### src/cel_pkg.sv
// shared types, constants and helpers for the cross entropy loss unit
package cel_pkg;

  localparam int MaxClasses = 1024;
  localparam int MaxBatch   = 1024;
  localparam int CfgW       = 11;
  localparam int IdxW       = 10;
  localparam int ProbW      = 17;
  localparam int GradW      = 33;
  localparam int LossW      = 32;
  localparam int AccW       = 48;
  localparam int CntW       = 10;

  localparam logic [63:0] Ln2Q32  = 64'd2977044472;
  localparam logic [AccW-1:0] AccMax = {AccW{1'b1}};

  typedef enum logic [1:0] {
    REG_NUM_CLASSES = 2'd0,
    REG_BATCH_ROWS  = 2'd1,
    REG_TARGET_MODE = 2'd2
  } cfg_reg_t;

  // classified element from the front part to the back part
  typedef struct packed {
    logic [ProbW-1:0] prediction;
    logic [ProbW-1:0] target;
    logic [CfgW-1:0]  nb;
    logic             last;
    logic             error_code;
  } cel_job_t;

  typedef enum logic [2:0] {
    BK_IDLE,
    BK_LOG,
    BK_DIV_GRAD,
    BK_ACC,
    BK_DIV_LOSS,
    BK_OUT
  } bk_state_t;

  function automatic logic [CfgW-1:0] clamp_cfg(input logic [CfgW-1:0] v,
                                                input logic [CfgW-1:0] hi);
    logic [CfgW-1:0] r;
    r = v;
    if (v == '0) r = CfgW'(1);
    else if (v > hi) r = hi;
    return r;
  endfunction

endpackage

### src/cel_queue.sv
// two entry queue between front and back parts
module cel_queue
  import cel_pkg::*;
(
  input  logic     clk,
  input  logic     rst,
  input  logic     wr_valid,
  output logic     wr_ready,
  input  cel_job_t wr_data,
  output logic     rd_valid,
  input  logic     rd_ready,
  output cel_job_t rd_data
);

  cel_job_t   mem [2];
  logic       wp, rp;
  logic [1:0] count;
  logic       push, pop;

  assign wr_ready = count != 2'd2;
  assign rd_valid = count != 2'd0;
  assign rd_data  = mem[rp];
  assign push = wr_valid && wr_ready;
  assign pop  = rd_valid && rd_ready;

  always_ff @(posedge clk) begin
    if (push) mem[wp] <= wr_data;
  end

  always_ff @(posedge clk) begin
    if (rst) begin
      wp <= 1'b0;
      rp <= 1'b0;
      count <= '0;
    end else begin
      if (push) wp <= ~wp;
      if (pop) rp <= ~rp;
      count <= count + {1'b0, push} - {1'b0, pop};
    end
  end

  a_no_over: assert property (@(posedge clk) disable iff (rst) count <= 2'd2)
    else $error("queue overflow");
  a_count: assert property (@(posedge clk) disable iff (rst)
    (push && !pop) |=> count == $past(count) + 2'd1)
    else $error("queue count wrong on push");
  a_pop: assert property (@(posedge clk) disable iff (rst)
    (pop && !push) |=> count == $past(count) - 2'd1)
    else $error("queue count wrong on pop");

endmodule

### config.mk
export PLATFORM = sky130hd
export DESIGN_NAME = cel_queue
export DESIGN_NICKNAME = d
export VERILOG_FILES = /design/src/cel_pkg.sv /design/src/cel_queue.sv
export SDC_FILE = /design/constraint.sdc
export NUM_CORES = 1
export LEC_CHECK = 0
export ABC_AREA = 0
export BUFFER_PORTS_ARGS = -buffer_cell sky130_fd_sc_hd__buf_2
export CAP_MARGIN = 20
export CELL_PAD_IN_SITES_DETAIL_PLACEMENT = 1
export CELL_PAD_IN_SITES_GLOBAL_PLACEMENT = 2
export CORE_MARGIN = 10
export CORE_UTILIZATION = 35
export DETAILED_ROUTE_END_ITERATION = 8
export PLACE_DENSITY_LB_ADDON = 0.1
export SYNTH_ARGS = -nofsm -noshare
export SYNTH_HDL_FRONTEND = slang
export SYNTH_SLANG_ARGS = --single-unit
export TNS_END_PERCENT = 30
### constraint.sdc
create_clock -name clk -period 4.5 [get_ports clk]
set_clock_uncertainty 0.2 [all_clocks]
set_input_delay 0.9 -clock clk [delete_from_list [all_inputs] [get_ports clk]]
set_output_delay 0.9 -clock clk [all_outputs]
set_load 0.01 [all_outputs]
==> metrics.md <==
| Metric | Value |
|---|---|
| Starting DRC count in detailed routing | `60` |
| Yosys Warn Count | `0` |
| Gate count of the mapped netlist | `170` |
| Crit path max-delay family | `flip-flops` |
| Skew-Pair Late Insertion Delay | `0.34 ns` |
| VDD IR-drop max | `0.211 mV` |
| First-pass GRT wire length | `~11 mm` |
| Ys async rst share | `0%` |
| Clk root buf | `clkbuf_8` |
| Final setup vio count | `0` |
| Die Y | `roughly 120 um` |
| Power, Total | `around 2.5 mW` |
| Cell area power density | `542 nW/um2` |
| Reg2reg setup slack | `2.30 ns` |
| CTS Buffer Depth | `2` |
| Routed wire length | `about 7.4 mm` |
| Seq cells post-synth | `99` |
| WP depth | `3` |
| Nets | `333` |
| Count leader, synth | `edfxtp_1` |
| Final min period | `3.13 ns` |
| Cells along the critical path | `buf_4 -> mux2_2 -> buf_2` |
| Seq/Total Area, Yosys | `78.0%` |
| CTS Buf Count | `9` |
| WL per Instance | `17.7 um` |
| Width of the die | `123 um` |
| Worst-path clk slew | `about 0.080 ns` |
| Num rows | `37` |
| Postcts setup bufs | `0` |
| Setup TNS | `0 ns` |
| Depth of the worst register-to-register path | `4` |
| Syn avg cell area | `approximately 22 um2` |
| Area delta synth->final | `23.9%` |
| Hold buffer count at CTS | `0` |
| Die area | `around 15000 um2` |
| DRC | `0` |
| Worst Max-Slew Pin Slew | `0.917 ns` |
| Max Used Layer | `met4` |
| Critical path arrival | `between 2 and 2.5 ns` |
| Drt first pass iters | `4` |
| Slew Viols, Final | `0` |
| Slew headroom | `38.7%` |
| Vias per cell | `4.38` |
| Initial antenna violation count | `0` |
| Max-cap violation count | `0` |
| WP buf/inv | `2` |
| Distinct cells, synth | `17` |
| Grt total ovfl | `0` |
| GP Congestion | `0.683` |
| Worst Hold Class | `reg2reg` |
| DP Wirelength | `5.35 mm` |
| Mapped Nets | `223` |
| CP startpoint kind | `register` |
| Largest net degree at the start of global routing | `30` |
| Yosys top cell by area | `edfxtp_1` |
| Status | `finished clean` |
| Unrepaired setup endpoints after global routing | `false` |
| CP max FO | `24` |
| Worst Path Required | `3.40 ns` |
| Share of the synthesized area in the top cell type | `75.4%` |
| Slowest CP cell | `dfxtp_2` |
| Vias in the first global route | `2094` |
| Number of flops mapped to enable cells by yosys | `94` |
| H-tree Lvls | `3` |
| Hold Path Depth | `2` |
| Area of the core | `10400 um2` |
| GRT Overall Usage | `around a tenth` |
| PostCTS Resize Cnt | `0` |
| Critical path type | `reg2out` |
| Met2 WL | `3.69 mm` |
| Lkg Pwr | `1.80 nW` |
| Final ANT Viol Nets | `0` |
| Tcrit/Tclk final | `between 60% and 70%` |
| Largest cells by area after synthesis | `edfxtp_1, mux2_4, mux2_2` |
| Ports | `100` |
| Total clock sinks | `99` |
| Proportion of layout cells with a drive suffix above 1 | `59.9%` |
| Starting density of the core | `36.1%` |
| Endpoints failing hold | `0` |
| I/O Buffers | `99` |
| Synth Cell Area | `approximately 3700 um2` |
| DR vias | `1844` |
| WL met1 | `slightly above 3 mm` |
| Top post-synthesis cells by count | `edfxtp_1, mux2_4, mux2_2` |
| Ys flop type | `edfxtp_1` |
| WL met3 | `585 um` |
| TritonCTS clock tree | `done` |
| Fill cells | `1049` |
| Worst setup EP type | `output pin` |
| Largest stage delay, worst path | `0.75 ns` |
| Peak Freq | `about 320 MHz` |
==> cells in the final DEF (no fill, tap or decap) <==
| master | Yosys | routed |
|---|---|---|
| o21a_1 | 1 | 1 |
| clkbuf_8 | 0 | 9 |
| dfxtp_2 | 0 | 1 |
| bufinv_16 | 0 | 3 |
| nor2_1 | 5 | 4 |
| ha_1 | 2 | 2 |
| nand2b_2 | 1 | 1 |
| buf_2 | 1 | 99 |
| or2_2 | 1 | 1 |
| diode_2 | 0 | 1 |
| nor2b_1 | 2 | 2 |
| mux2_4 | 30 | 30 |
| dfxtp_1 | 5 | 4 |
| edfxtp_1 | 94 | 94 |
| xor2_1 | 1 | 1 |
| mux2_2 | 18 | 18 |
| and3_2 | 0 | 1 |
| xnor2_1 | 2 | 2 |
| clkinv_1 | 0 | 1 |
| clkinv_4 | 0 | 1 |
| clkbuf_1 | 0 | 1 |
| nor2_4 | 0 | 1 |
| inv_1 | 1 | 1 |
| buf_4 | 0 | 5 |
| nand2_1 | 1 | 1 |
==> logic make-up after synthesis <==
kind of cell | after synthesis | share of synthesized area [%]
AND/OR/NAND/NOR | 11 | 1.50
buffers and inverters | 6 | 1.44
flip-flops | 99 | 78.0
multiplexers | 48 | 17.4
adder cells (fa/ha/maj) | 2 | 0.668
XOR/XNOR | 3 | 0.702
AO/OA/AOI/OAI | 1 | 0.201
==> area by class of cell <==
type / count / area (um2) / share of cell area (%)
Sequential cell: 99 / 2920 / 63.0
Timing Repair Buffer: 104 / 533 / 11.5
Inverter: 1 / 3.75 / 0.0809
Clock inverter: 5 / 103 / 2.21
Multi-Input combinational cell: 65 / 777 / 16.7
Antenna cell: 1 / 2.50 / 0.0539
Tap cell: 136 / 170 / 3.67
Clock buffer: 10 / 128 / 2.75
==> worst reg2reg max path: stages (launching register included) <==
cell      delay [ns]
dfxtp_1         0.37
nand2b_2        0.14
nand2_1         0.12
nor2_4          0.72
buf_4           0.35
==> per-layer routing <==
layer,track usage (%),vias to the layer above
met3,4.19,6
li1,-,877
met2,16.0,56
met5,0,-
met4,3.06,0
met1,11.3,905
==> registers in the layout (all words and copies together), names as in the netlist, named ones only <==
name and count:
mem 94, count 2, rp 1, wp 1
==> through the flow <==
stage / utilization [%] / instance area (um2) / std cells / hold WS [ns] / worst slack, ns
global route: 44.7 / 4640 / 420 / 0.395 / 1.21
detailed placement: 42.5 / 4410 / 405 / 0.340 / 1.68
CTS: 44.7 / 4640 / 420 / 0.360 / 1.30
floorplan: - / 3740 / 170 / 0.281 / 0.891
finish: 44.8 / 4640 / 421 / 0.348 / 1.37
global placement: 42.5 / 4410 / 405 / 0.298 / 1.70
==> power breakdown <==
| group | total, mW | internal (mW) | switching (mW) |
|---|---|---|---|
| combinational | 0.643 | 0.333 | 0.311 |
| sequential | 1.22 | 1.16 | 0.0640 |
| clock | 0.652 | 0.366 | 0.286 |
| total | 2.52 | 1.86 | 0.661 |
==> path summary, 6_finish.rpt <==
kind | startpoint | endpoint
worst min register to register | rp$_SDFFE_PP0P_ | rp$_SDFFE_PP0P_
worst max register to register | count[0]$_SDFF_PP0_ | mem[0][28]$_DFFE_PP_
worst max-delay path | register | rd_data[0]
worst min-delay path | rp$_SDFFE_PP0P_ | rp$_SDFFE_PP0P_
No activity file was read; power rests on OpenSTA's default activity.
