--- config.mk ---
export PLATFORM = sky130hd
export DESIGN_NAME = cel_front_flat
export DESIGN_NICKNAME = d
export VERILOG_FILES = /design/src/cel_pkg.sv /design/src/cel_if.sv /design/src/cel_front.sv /design/src/flat_wrapper.sv
export SDC_FILE = /design/constraint.sdc
export NUM_CORES = 1
export LEC_CHECK = 0
export BUFFER_PORTS_ARGS = -buffer_cell sky130_fd_sc_hd__buf_2
export CAP_MARGIN = 20
export CORE_ASPECT_RATIO = 1.25
export CORE_MARGIN = 2
export CORE_UTILIZATION = 30
export CTS_CLUSTER_SIZE = 20
export DETAILED_ROUTE_END_ITERATION = 6
export PLACE_DENSITY = 0.58
export SYNTH_ARGS = -nofsm -noshare
export SYNTH_HDL_FRONTEND = slang
export SYNTH_SLANG_ARGS = --single-unit
--- constraint.sdc ---
create_clock -name clk -period 3.2 [get_ports clk]
set_clock_uncertainty 0.05 [all_clocks]
set_input_delay 0.16 -clock clk [delete_from_list [all_inputs] [get_ports clk]]
set_output_delay 0.16 -clock clk [all_outputs]
set_load 0.05 [all_outputs]
--- src/cel_pkg.sv ---
// shared types, constants and helpers for the cross entropy loss unit
package cel_pkg;

  localparam int MaxClasses = 1024;
  localparam int MaxBatch   = 1024;
  localparam int CfgW       = 11;
  localparam int IdxW       = 10;
  localparam int ProbW      = 17;
  localparam int GradW      = 33;
  localparam int LossW      = 32;
  localparam int AccW       = 48;
  localparam int CntW       = 10;

  localparam logic [63:0] Ln2Q32  = 64'd2977044472;
  localparam logic [AccW-1:0] AccMax = {AccW{1'b1}};

  typedef enum logic [1:0] {
    REG_NUM_CLASSES = 2'd0,
    REG_BATCH_ROWS  = 2'd1,
    REG_TARGET_MODE = 2'd2
  } cfg_reg_t;

  // classified element from the front part to the back part
  typedef struct packed {
    logic [ProbW-1:0] prediction;
    logic [ProbW-1:0] target;
    logic [CfgW-1:0]  nb;
    logic             last;
    logic             error_code;
  } cel_job_t;

  typedef enum logic [2:0] {
    BK_IDLE,
    BK_LOG,
    BK_DIV_GRAD,
    BK_ACC,
    BK_DIV_LOSS,
    BK_OUT
  } bk_state_t;

  function automatic logic [CfgW-1:0] clamp_cfg(input logic [CfgW-1:0] v,
                                                input logic [CfgW-1:0] hi);
    logic [CfgW-1:0] r;
    r = v;
    if (v == '0) r = CfgW'(1);
    else if (v > hi) r = hi;
    return r;
  endfunction

endpackage

--- src/cel_if.sv ---
// valid/ready channel interfaces: input, output and configuration
interface cel_in_if;
  import cel_pkg::*;
  logic valid;
  logic ready;
  logic [ProbW-1:0] prediction;
  logic [ProbW-1:0] target_value;
  logic [IdxW-1:0]  target_index;
  modport source (output valid, prediction, target_value, target_index, input ready);
  modport sink (input valid, prediction, target_value, target_index, output ready);
endinterface


interface cel_cfg_if;
  logic valid;
  logic ready;
  logic [1:0]  index;
  logic [31:0] data;
  modport source (output valid, index, data, input ready);
  modport sink (input valid, index, data, output ready);
endinterface

--- src/cel_front.sv ---
// front part: row/column tracking, target selection and error flag
module cel_front
  import cel_pkg::*;
(
  input  logic            clk,
  input  logic            rst,
  cel_in_if.sink          in_ch,
  cel_cfg_if.sink         cfg_ch,
  output logic            job_valid,
  input  logic            job_ready,
  output cel_job_t        job
);

  logic [CfgW-1:0] num_classes, batch_rows;
  logic            target_mode;
  logic [CntW-1:0] column_count, row_count, row_class_index;
  logic            index_error_seen;

  logic [CfgW-1:0] nc, nb;
  logic [CntW-1:0] cls_idx;
  logic            err_now, last_col, last, take;

  assign cfg_ch.ready = 1'b1;
  assign in_ch.ready  = job_ready;
  assign job_valid    = in_ch.valid;
  assign take         = in_ch.valid && job_ready;

  assign nc = clamp_cfg(num_classes, CfgW'(MaxClasses));
  assign nb = clamp_cfg(batch_rows, CfgW'(MaxBatch));

  always_comb begin
    cls_idx = row_class_index;
    err_now = index_error_seen;
    if (target_mode && column_count == '0) begin
      cls_idx = in_ch.target_index;
      if ({1'b0, in_ch.target_index} >= nc) err_now = 1'b1;
    end
    last_col = ({1'b0, column_count} + CfgW'(1)) >= nc;
    last     = last_col && (({1'b0, row_count} + CfgW'(1)) >= nb);
    job.prediction = in_ch.prediction;
    if (target_mode) job.target = (column_count == cls_idx) ? ProbW'(65536) : '0;
    else job.target = in_ch.target_value;
    job.nb = nb;
    job.last = last;
    job.error_code = err_now;
  end

  always_ff @(posedge clk) begin
    if (rst) begin
      num_classes <= CfgW'(10);
      batch_rows <= CfgW'(1);
      target_mode <= 1'b0;
    end else if (cfg_ch.valid) begin
      unique case (cfg_ch.index)
        REG_NUM_CLASSES: num_classes <= cfg_ch.data[CfgW-1:0];
        REG_BATCH_ROWS:  batch_rows <= cfg_ch.data[CfgW-1:0];
        REG_TARGET_MODE: target_mode <= cfg_ch.data[0];
        default: ;
      endcase
    end
  end

  always_ff @(posedge clk) begin
    if (rst) begin
      column_count <= '0;
      row_count <= '0;
      row_class_index <= '0;
      index_error_seen <= 1'b0;
    end else if (take) begin
      row_class_index <= cls_idx;
      if (last) begin
        column_count <= '0;
        row_count <= '0;
        index_error_seen <= 1'b0;
      end else begin
        index_error_seen <= err_now;
        if (last_col) begin
          column_count <= '0;
          row_count <= row_count + CntW'(1);
        end else begin
          column_count <= column_count + CntW'(1);
        end
      end
    end
  end

  a_idx_stable: assert property (@(posedge clk) disable iff (rst)
    (take && !last && !last_col) |=> (column_count == $past(column_count) + CntW'(1)))
    else $error("column count did not advance");
  a_last_clears: assert property (@(posedge clk) disable iff (rst)
    (take && last) |=> (column_count == '0 && row_count == '0 && !index_error_seen))
    else $error("batch end did not clear state");
  a_err_sticky: assert property (@(posedge clk) disable iff (rst)
    (take && !last && err_now) |=> index_error_seen)
    else $error("error flag lost mid batch");

endmodule

--- src/flat_wrapper.sv ---
// flat-port wrapper written by rule: the top's interface ports become plain ports
module cel_front_flat import cel_pkg::*;
  (clk, rst, job_valid, job_ready, job, in_ch_valid, in_ch_prediction, in_ch_target_value, in_ch_target_index, in_ch_ready, cfg_ch_valid, cfg_ch_index, cfg_ch_data, cfg_ch_ready);
  cel_in_if in_ch_i ();
  cel_cfg_if cfg_ch_i ();
  input  logic clk;
  input  logic rst;
  output logic job_valid;
  input  logic job_ready;
  output cel_job_t job;
  input wire logic [$bits(in_ch_i.valid)-1:0] in_ch_valid;
  input wire logic [$bits(in_ch_i.prediction)-1:0] in_ch_prediction;
  input wire logic [$bits(in_ch_i.target_value)-1:0] in_ch_target_value;
  input wire logic [$bits(in_ch_i.target_index)-1:0] in_ch_target_index;
  output wire logic [$bits(in_ch_i.ready)-1:0] in_ch_ready;
  input wire logic [$bits(cfg_ch_i.valid)-1:0] cfg_ch_valid;
  input wire logic [$bits(cfg_ch_i.index)-1:0] cfg_ch_index;
  input wire logic [$bits(cfg_ch_i.data)-1:0] cfg_ch_data;
  output wire logic [$bits(cfg_ch_i.ready)-1:0] cfg_ch_ready;
  assign in_ch_i.valid = in_ch_valid;
  assign in_ch_i.prediction = in_ch_prediction;
  assign in_ch_i.target_value = in_ch_target_value;
  assign in_ch_i.target_index = in_ch_target_index;
  assign in_ch_ready = in_ch_i.ready;
  assign cfg_ch_i.valid = cfg_ch_valid;
  assign cfg_ch_i.index = cfg_ch_index;
  assign cfg_ch_i.data = cfg_ch_data;
  assign cfg_ch_ready = cfg_ch_i.ready;
  cel_front u_core (.clk(clk), .rst(rst), .in_ch(in_ch_i), .cfg_ch(cfg_ch_i), .job_valid(job_valid), .job_ready(job_ready), .job(job));
endmodule
==> impl_metrics.toml, run 1 <==
[worst_setup_path]
cp.required_ns = 2.99
reg2reg_from = "u_core.row_count[0]"
r2r_slack_ns = 0.25
endpoint_kind = "output pin"
timing.rr.end = "u_core.row_count[0]"
cp_max_fo = 5
path_class = "reg2out"
arrival_ns = 2.83
cp-startpoint = "u_core.row_count[0]"
cp-start-kind = "flop"
endpoint = "job[1]"
r2r_cells = 14

[global_route]
grt_first_pass_wirelength_um = 16010
grt_usage = 0.1471
grt_max_degree = 43
antenna_found_initial = 0
grt-ovfl-total = 0
grt_pass1_vias = 3295

[yosys]
yosysTopAreaCell = "dfxtp_1"
syn_inst = 478
synth_seq_cells = 54
synthDistinctLibCells = 56
yosysWarnings = 0
yosysTopAreaCellShare = 0.2873
synth_edf_count = 0
yosys_most_used_dff = "dfxtp_1"
ys_seq_area_frac = 0.2873
avgSynthCellArea_um2 = 7.871
synth-async-reset-ratio = 0
netlist_area_um2 = 3762
synthTopCellsByArea = "dfxtp_1 (29%), ha_1 (12%), nand2_1 (8.3%), a21oi_1 (4.9%), buf_4 (4.4%)"
synth_nets = 596

[placed_design]
buffer_ports.inserted = 76
dp_hpwl_um = 7863
placed_cells = 687
place_congestion = 0.8736

[flow_run]
drv_cap = 0

[clock_network]
cts-buffers-inserted = 5
insertion_delay_ns = 0.30
ctsHoldBuffers = 0
clkTransAtPathRegs_ns = 0.08
cts_tree = "yes"
htreeDepth = 2
max-clock-path-buffers = 2
cts.sinks = 54
cts_root_buf = "clkbuf_16"

[sta]
fin_tns_setup_ns = 0
hold_violations = 0
min_period_over_period = 0.9511
fmax_ghz = 0.3286
fin_crit_ns = 3.043
max_slew.worst_pin.slew_ns = 0.7087
relSlewSlack = 0.5261
drv_slew = 0
rsz0062_at_grt = "no"
setup_violations = 0

[cells_and_area]
final_cell_mix = "nand2_1 (83), buf_2 (75), dfxtp_1 (53)"
finalNetCount = 650
final_common_cell = "nand2_1"
final_layout_size_suffix_gt1_frac = 0.2270
area_delta_synth_final_pct = 17.09
antennaDiodeCount = 0
instances_no_fill = 697

[min_path]
min_path_cells = 3
hp-class = "in2reg"

[route]
drc = 0
wl_um = 9957
drt_first_pass_iters = 6
via_per_inst = 5.000
num_vias = 3485
wl_per_cell_um = 14.29
antenna_left = 0
drt_iter0_markers = 159

[die]
io_pins = 133
std_cell_rows = 45
die_w_um = 104.2
die_h_um = 129.2
initial_core_util = 0.3079
core_area_um2 = 12220
dieArea_um2 = 13460

[outcome]
outcome = "finished clean"

[power]
p_leak_uw = 0.002077
power.density_nw_per_um2 = 359.7
irDropWorstVdd_mv = 0.2586
area by class of cell:
| class | instances | area (um2) |
|---|---|---|
| multi-input combinational | 353 | 2371 |
| clock inverter | 3 | 28.78 |
| inverter | 28 | 105.1 |
| timing repair buffer | 90 | 488.0 |
| sequential | 54 | 1082 |
| tap | 164 | 205.2 |
| clock buffer | 5 | 125.1 |
| fill | 1309 | 7812 |
synthesized netlist by cell type (2+ instances only):
cell	n
a211o_1	2
a211oi_1	3
a21o_1	6
a21oi_1	37
a22o_1	3
a31o_2	2
a31oi_1	3
a32o_1	5
and3_1	7
buf_1	3
buf_2	2
buf_4	22
buf_6	3
clkbuf_1	13
dfxtp_1	54
ha_1	35
inv_1	27
mux2i_1	16
nand2_1	83
nand2b_1	7
nand3_1	14
nand3b_1	3
nor2_1	25
nor2b_1	20
nor3_1	5
nor4_1	5
o2111ai_1	2
o211ai_1	3
o21ai_0	16
o22ai_1	7
o2bb2ai_1	5
or3_1	3
xnor2_1	10
xor2_1	5
sequential cells by signal (all words and copies together), names as in the netlist:
| name | count |
|---|---|
| u_core.column_count | 10 |
| u_core.index_error_seen | 1 |
| u_core.row_count | 10 |
| u_core.batch_rows | 11 |
| u_core.target_mode | 1 |
| u_core.num_classes | 11 |
| u_core.row_class_index | 10 |
through the flow:
step                      total power [uW]  hold slack (ns)  cell area (um2)  setup slack, ns    util
final                                 1585          0.04577             4405           0.1566  0.3606
after global routing                  1654          0.05627             4405         0.004311  0.3606
after CTS                             1590          0.04397             4339         0.001095  0.3551
after detailed placement              1016           0.2703             4169          0.07507  0.3412
after global placement                1011           0.2703             4169           0.1325  0.3412
after floorplan                      980.6           0.2340             3762           0.3729       -
worst min path at each step:
stage	slack, ns	end	start
after floorplan	0.23	u_core.num_classes[3]	cfg_ch_data[3]
after global placement	0.27	job[34]	in_ch_prediction[4]
after detailed placement	0.27	job[34]	in_ch_prediction[4]
after CTS	0.04	u_core.num_classes[3]	cfg_ch_data[3]
after global routing	0.06	u_core.num_classes[5]	cfg_ch_data[5]
final	0.05	u_core.num_classes[1]	cfg_ch_data[1]
logic make-up (layout without fill, tap and decap cells):
family / count (synthesis) / count (layout) / synth area share
flip-flops: 54 / 54 / 0.2873
AO/OA/AOI/OAI: 105 / 105 / 0.1876
XOR/XNOR: 15 / 15 / 0.03492
adder cells (fa/ha/maj): 35 / 35 / 0.1164
AND/OR/NAND/NOR: 181 / 181 / 0.2308
buffers and inverters: 71 / 126 / 0.09943
multiplexers: 16 / 16 / 0.04257
other: 1 / 1 / 0.0009967
routing by layer:
layer  share of wire  track usage  up-vias
met5               0            0        -
met4           0.028      0.05564        0
met3           0.037      0.02314       19
met2            0.51       0.2736       70
met1            0.42       0.1704     1639
li1                -            -     1757
report_power, final:
group | switching, uW | internal, uW
logic | 208 | 107
registers | 10.6 | 684
clock network | 276 | 299
worst max-delay path, cell delays in order (launching register included):
cell      delay, ns
dfxtp_2        0.37
ha_2           0.22
and3_4         0.21
and3_1         0.18
nand3_1        0.12
xnor2_2        0.17
ha_1           0.29
a21o_1         0.15
a21o_1         0.18
a21oi_2        0.16
o21ai_2        0.11
o21a_1         0.14
clkbuf_4       0.22
timing repair:
| action | in CTS | in global routing |
|---|---|---|
| buffers inserted | 0 | 2 |
| pin swaps | 0 | 1 |
| gates resized for setup | 5 | 14 |
| setup endpoints to repair | 1 | 14 |
Power figures use the tool's default switching activity.
==> run 2: changes to the inputs <==
Settings changed: CORE_UTILIZATION 30 to 45, GPL_TIMING_DRIVEN set to 0, PLACE_DENSITY 0.58 to 0.78, SLEW_MARGIN set to 20.
==> run 2 against run 1 <==
  * Sequential share of layout area is 0.79 points lower
  * Routed wire length hardly changed
  * The run now ends with DRC left
  * Via count is 6.7% higher
  * Cell count is 2.3% lower
  * Flip-flop and latch count stayed put
  * Critical path depth is 2 lower
  * Register-to-register slack hardly changed
  * Critical endpoint unchanged
==> impl_metrics.toml, run 2 (same netlist as run 1, synthesis figures left out) <==
[outcome]
outcome = "finished with violations"
failed_checks = "DRC"

[worst_setup_path]
path_class = "reg2out"
worstPathCellList = "inv_1 -> nor4_2 -> xnor2_1 -> ha_1 -> a21o_1 -> a21oi_4 -> inv_1 -> o21a_1 -> buf_4 -> buf_4"
arrival_ns = 2.90
cp-start-kind = "flop"
cp-startpoint = "u_core.column_count[5]"
endpoint_kind = "output pin"
critPathBufInv = 4
slowest_delay_ns = 0.47
cp_max_fo = 6
cp_num_cells = 10
cp_slowest_cell = "dfxtp_1"
r2r_cells = 12
crit_family = "compound AO/OA/AOI/OAI gates"
cp.required_ns = 2.99
reg2reg_from = "u_core.column_count[0]"

[sta]
fmax_ghz = 0.3219
max_slew.worst_pin.slew_ns = 0.6626
drv_slew = 0
fin_ws_ns = 0.09376
fin_crit_ns = 3.106
min_period_over_period = 0.9707
relSlewSlack = 0.5583
whs_ns = 0.02987
hold_violations = 0
setup_violations = 0

[global_route]
grt_pass1_vias = 3589
grt_usage = 0.2143
grt_max_degree = 20
grt-ovfl-total = 0
antenna_found_initial = 0
grt_first_pass_wirelength_um = 16220

[clock_network]
insertion_delay_ns = 0.32
cts_tree = "yes"
htreeDepth = 2
cts-buffers-inserted = 5
ctsHoldBuffers = 0
clkTransAtPathRegs_ns = 0.11
cts.sinks = 54
max-clock-path-buffers = 2
cts_root_buf = "clkbuf_8"

[cells_and_area]
reg.largest.list = "u_core.batch_rows x11, u_core.num_classes x11"
regArea_um2 = 1096
final.fill_count = 791
final_layout_size_suffix_gt1_frac = 0.2791
final_common_cell = "buf_2"
antennaDiodeCount = 0
fin_area_um2 = 4611
area_delta_synth_final_pct = 22.55
finalNetCount = 701
multiInputGateArea_um2 = 2411
final_cell_mix = "buf_2 (94), nand2_1 (83), dfxtp_1 (50)"

[route]
num_vias = 3720
wl_um = 9949
wl_met2_um = 5205
wl_met3_um = 521
drc = 4
wl_per_cell_um = 14.61
via_per_inst = 5.463
drt_first_pass_iters = 7
antenna_left = 0
drt-met1-wl_um = 3941
drt_iter0_markers = 217
top_layer_used = "met4"

[die]
die_w_um = 85.79
dieArea_um2 = 9113
std_cell_rows = 37
die_h_um = 106.2
initial_core_util = 0.4592
io_pins = 133
core_area_um2 = 8194

[flow_run]
drv_cap = 0

[min_path]
hp-class = "in2reg"
min_path_cells = 3
hp-start = "cfg_ch_data[3]"

[power]
power.total_uw = 1495
p_leak_uw = 0.002234
power.density_nw_per_um2 = 324.3
irDropWorstVdd_mv = 0.2175

[placed_design]
place_area_um2 = 4344
pre_cts_ws_ns = -0.1572
buffer_ports.inserted = 92
dp_hpwl_um = 7793
place_congestion = 0.9101
==> run 2: layout make-up <==
type,count,area share
sequential,54,0.2377
clock buffer,5,0.01493
timing repair buffer,98,0.1102
buffer,43,0.05889
clock inverter,3,0.006242
multi-input combinational,353,0.5229
tap,97,0.02632
inverter,28,0.02280
==> run 2: per-stage QoR <==
stage / utilization / instances / TNS (ns)
6_report: 0.5627 / 681 / 0
5_1_grt: 0.5627 / 681 / -0.07081
4_1_cts: 0.5497 / 676 / 0
3_5_place_dp: 0.5302 / 667 / -1.564
3_3_place_gp: 0.5302 / 667 / -0.6629
2_1_floorplan: - / 478 / 0
==> run 2: report_power, final <==
part | internal [uW] | switching (uW) | leakage [uW]
Sequential | 682 | 14.2 | 0.000440
Combinational | 127 | 253 | 0.00174
Clock | 164 | 255 | 0.0000506
==> run 2: repair_timing <==
action                     4_1_cts  5_1_grt
resized for setup               18       17
pin swaps                        1        4
setup buffers                    1        5
hold endpoints to repair         0        0
setup endpoints to repair       18       14
gates cloned                     0        0
==> run 2: worst paths after layout <==
check | endpoint | slack (ns)
max | job[1] | 0.09
min | u_core.num_classes[3] | 0.03
max reg2reg | u_core.row_count[6] | 0.25
min reg2reg | u_core.row_class_index[6] | 0.43
==> run 2: routing by layer <==
| metal | global-route usage | vias up |
|---|---|---|
| li1 | - | 1854 |
| met1 | 0.2419 | 1711 |
| met2 | 0.4029 | 124 |
| met3 | 0.03494 | 31 |
| met4 | 0.06803 | 0 |
| met5 | 0 | - |
==> run 2: worst min-delay path, stage by stage <==
cell     delay [ns]
buf_2          0.09
nand2_1        0.04
nand3_1        0.07
==> run 3: changes to the inputs <==
==> constraint.sdc (replaced) <==
create_clock -name clk -period 3.2 [get_ports clk]
set_clock_uncertainty 0.05 [all_clocks]
set_input_delay 0.8 -clock clk [delete_from_list [all_inputs] [get_ports clk]]
set_output_delay 0.8 -clock clk [all_outputs]
set_load 0.05 [all_outputs]
==> run 3 against run 2 <==
  * The flow finishes with violations (DRC, setup timing)
  * Clock power shrank 2%
  * Clock-buffer cell count stayed put
  * Global-route usage up 0.68 points
  * Die area did not move
  * Power rose by 0.85%
  * Worst hold slack better by 0.40 ns
  * Largest cell class unchanged
==> impl_metrics.toml, run 3 (same netlist as run 1, synthesis figures left out) <==
[outcome]
outcome = "finished with violations"
failed_checks = "DRC, setup timing"

[cells_and_area]
fin_area_um2 = 4727
instances_no_fill = 684
area_delta_synth_final_pct = 25.64
antennaDiodeCount = 0
reg.largest.list = "u_core.batch_rows x11, u_core.num_classes x11"
finalNetCount = 704
final_cell_mix = "buf_2 (91), nand2_1 (83), dfxtp_1 (45)"
final_common_cell = "buf_2"
final_layout_size_suffix_gt1_frac = 0.3066

[route]
drc = 6
num_vias = 3751
drt_first_pass_iters = 7
drt_iter0_markers = 210
wl_per_cell_um = 14.85
via_per_inst = 5.484
antenna_left = 0
wl_um = 10160

[power]
irDropWorstVdd_mv = 0.2176
p_leak_uw = 0.002285
power.total_uw = 1508
power.density_nw_per_um2 = 319.0

[placed_design]
place_congestion = 0.9021
dp_hpwl_um = 7782
place_area_um2 = 4374
placed_cells = 667
buffer_ports.inserted = 92

[die]
std_cell_rows = 37
initial_core_util = 0.4592
die_w_um = 85.79
dieArea_um2 = 9113
io_pins = 133
die_h_um = 106.2
core_area_um2 = 8194

[sta]
fin_crit_ns = 3.534
rsz0062_at_grt = "yes"
min_period_over_period = 1.105
drv_slew = 0
hold_violations = 0
fmax_ghz = 0.2829
max_slew.worst_pin.slew_ns = 0.7426
relSlewSlack = 0.4921
fin_ws_ns = -0.3345
setup_violations = 3

[clock_network]
cts.sinks = 54
cts_root_buf = "clkbuf_8"
clkTransAtPathRegs_ns = 0.09
max-clock-path-buffers = 2
cts-buffers-inserted = 5
htreeDepth = 2
insertion_delay_ns = 0.32
ctsHoldBuffers = 0
cts_tree = "yes"

[global_route]
grt_max_degree = 20
grt_pass1_vias = 3557
grt_usage = 0.2211
antenna_found_initial = 0
grt-ovfl-total = 0
grt_first_pass_wirelength_um = 16310

[worst_setup_path]
endpoint_kind = "output pin"
cp-start-kind = "flop"
arrival_ns = 2.68
path_class = "reg2out"
cp_max_fo = 8
cp.required_ns = 2.35

[min_path]
hp-class = "reg2reg"

[flow_run]
drv_cap = 0
run 3: changes by cell type in the layout (fill, tap and decap cells not counted), moves of 3 or more:
cell     delta
dfxtp_1     -5
dfxtp_2     +5
buf_2       -3
nor4_4      +3
run 3: timing repair:
item                       CTS  global route
setup endpoints to repair   15            14
setup buffers               11             0
gates cloned                 0             0
pin swaps                   18             5
gates resized for setup     38            10
run 3: per-layer routing:
metal / wire length (um) / global-route usage / part of all wire / up-vias
met5: 0 / 0 / 0 / -
met4: 386 / 0.1032 / 0.038 / 0
met3: 429 / 0.03727 / 0.042 / 38
met2: 5316 / 0.4046 / 0.52 / 116
met1: 4028 / 0.2445 / 0.40 / 1732
li1: - / - / - / 1865
run 3: path summary, 6_finish.rpt:
path                                           startpoint                         to  slack, ns  depth (start not counted)
worst min register to register  u_core.row_class_index[6]  u_core.row_class_index[6]       0.43                          2
worst max-delay path               u_core.column_count[2]                     job[1]      -0.33                         10
worst max register to register     u_core.column_count[0]        u_core.row_count[1]       0.18                         12
worst min-delay path            u_core.row_class_index[6]  u_core.row_class_index[6]       0.43                          2
run 3: report_power, final:
| part | total, uW | internal, uW | switching, uW | leakage (uW) |
|---|---|---|---|---|
| registers | 697 | 683 | 14.3 | 0.000442 |
| clock network | 410 | 162 | 249 | 0.0000491 |
| logic | 401 | 139 | 262 | 0.00179 |
run 3: per-stage QoR:
step	util	setup TNS, ns	worst slack [ns]	hold slack [ns]
floorplan	-	0	0.001065	0.3951
global placement	0.5338	-1.211	-0.5655	0.4078
detailed placement	0.5338	-2.296	-0.6094	0.4162
CTS	0.5718	-0.4340	-0.3243	0.4319
global route	0.5769	-0.7628	-0.4275	0.4456
finish	0.5769	-0.4784	-0.3345	0.4329
run 3: layout make-up:
cell class	instances	area, um2
plain buffers	41	256.5
clock buffers	5	68.82
clock inverters	3	26.28
fillers	747	3467
inverters	28	105.1
multi-input cells	353	2481
flip-flops and latches	54	1102
well taps	97	121.4
repair buffers	103	565.5
run 3: critical path, stage by stage (launching register included):
cell and delay (ns):
dfxtp_1 0.34, buf_6 0.14, nand3_2 0.20, nor4_4 0.33, xnor2_1 0.19, ha_1 0.30
a21o_1 0.20, a21oi_2 0.20, inv_1 0.11, o21a_1 0.22, buf_8 0.15
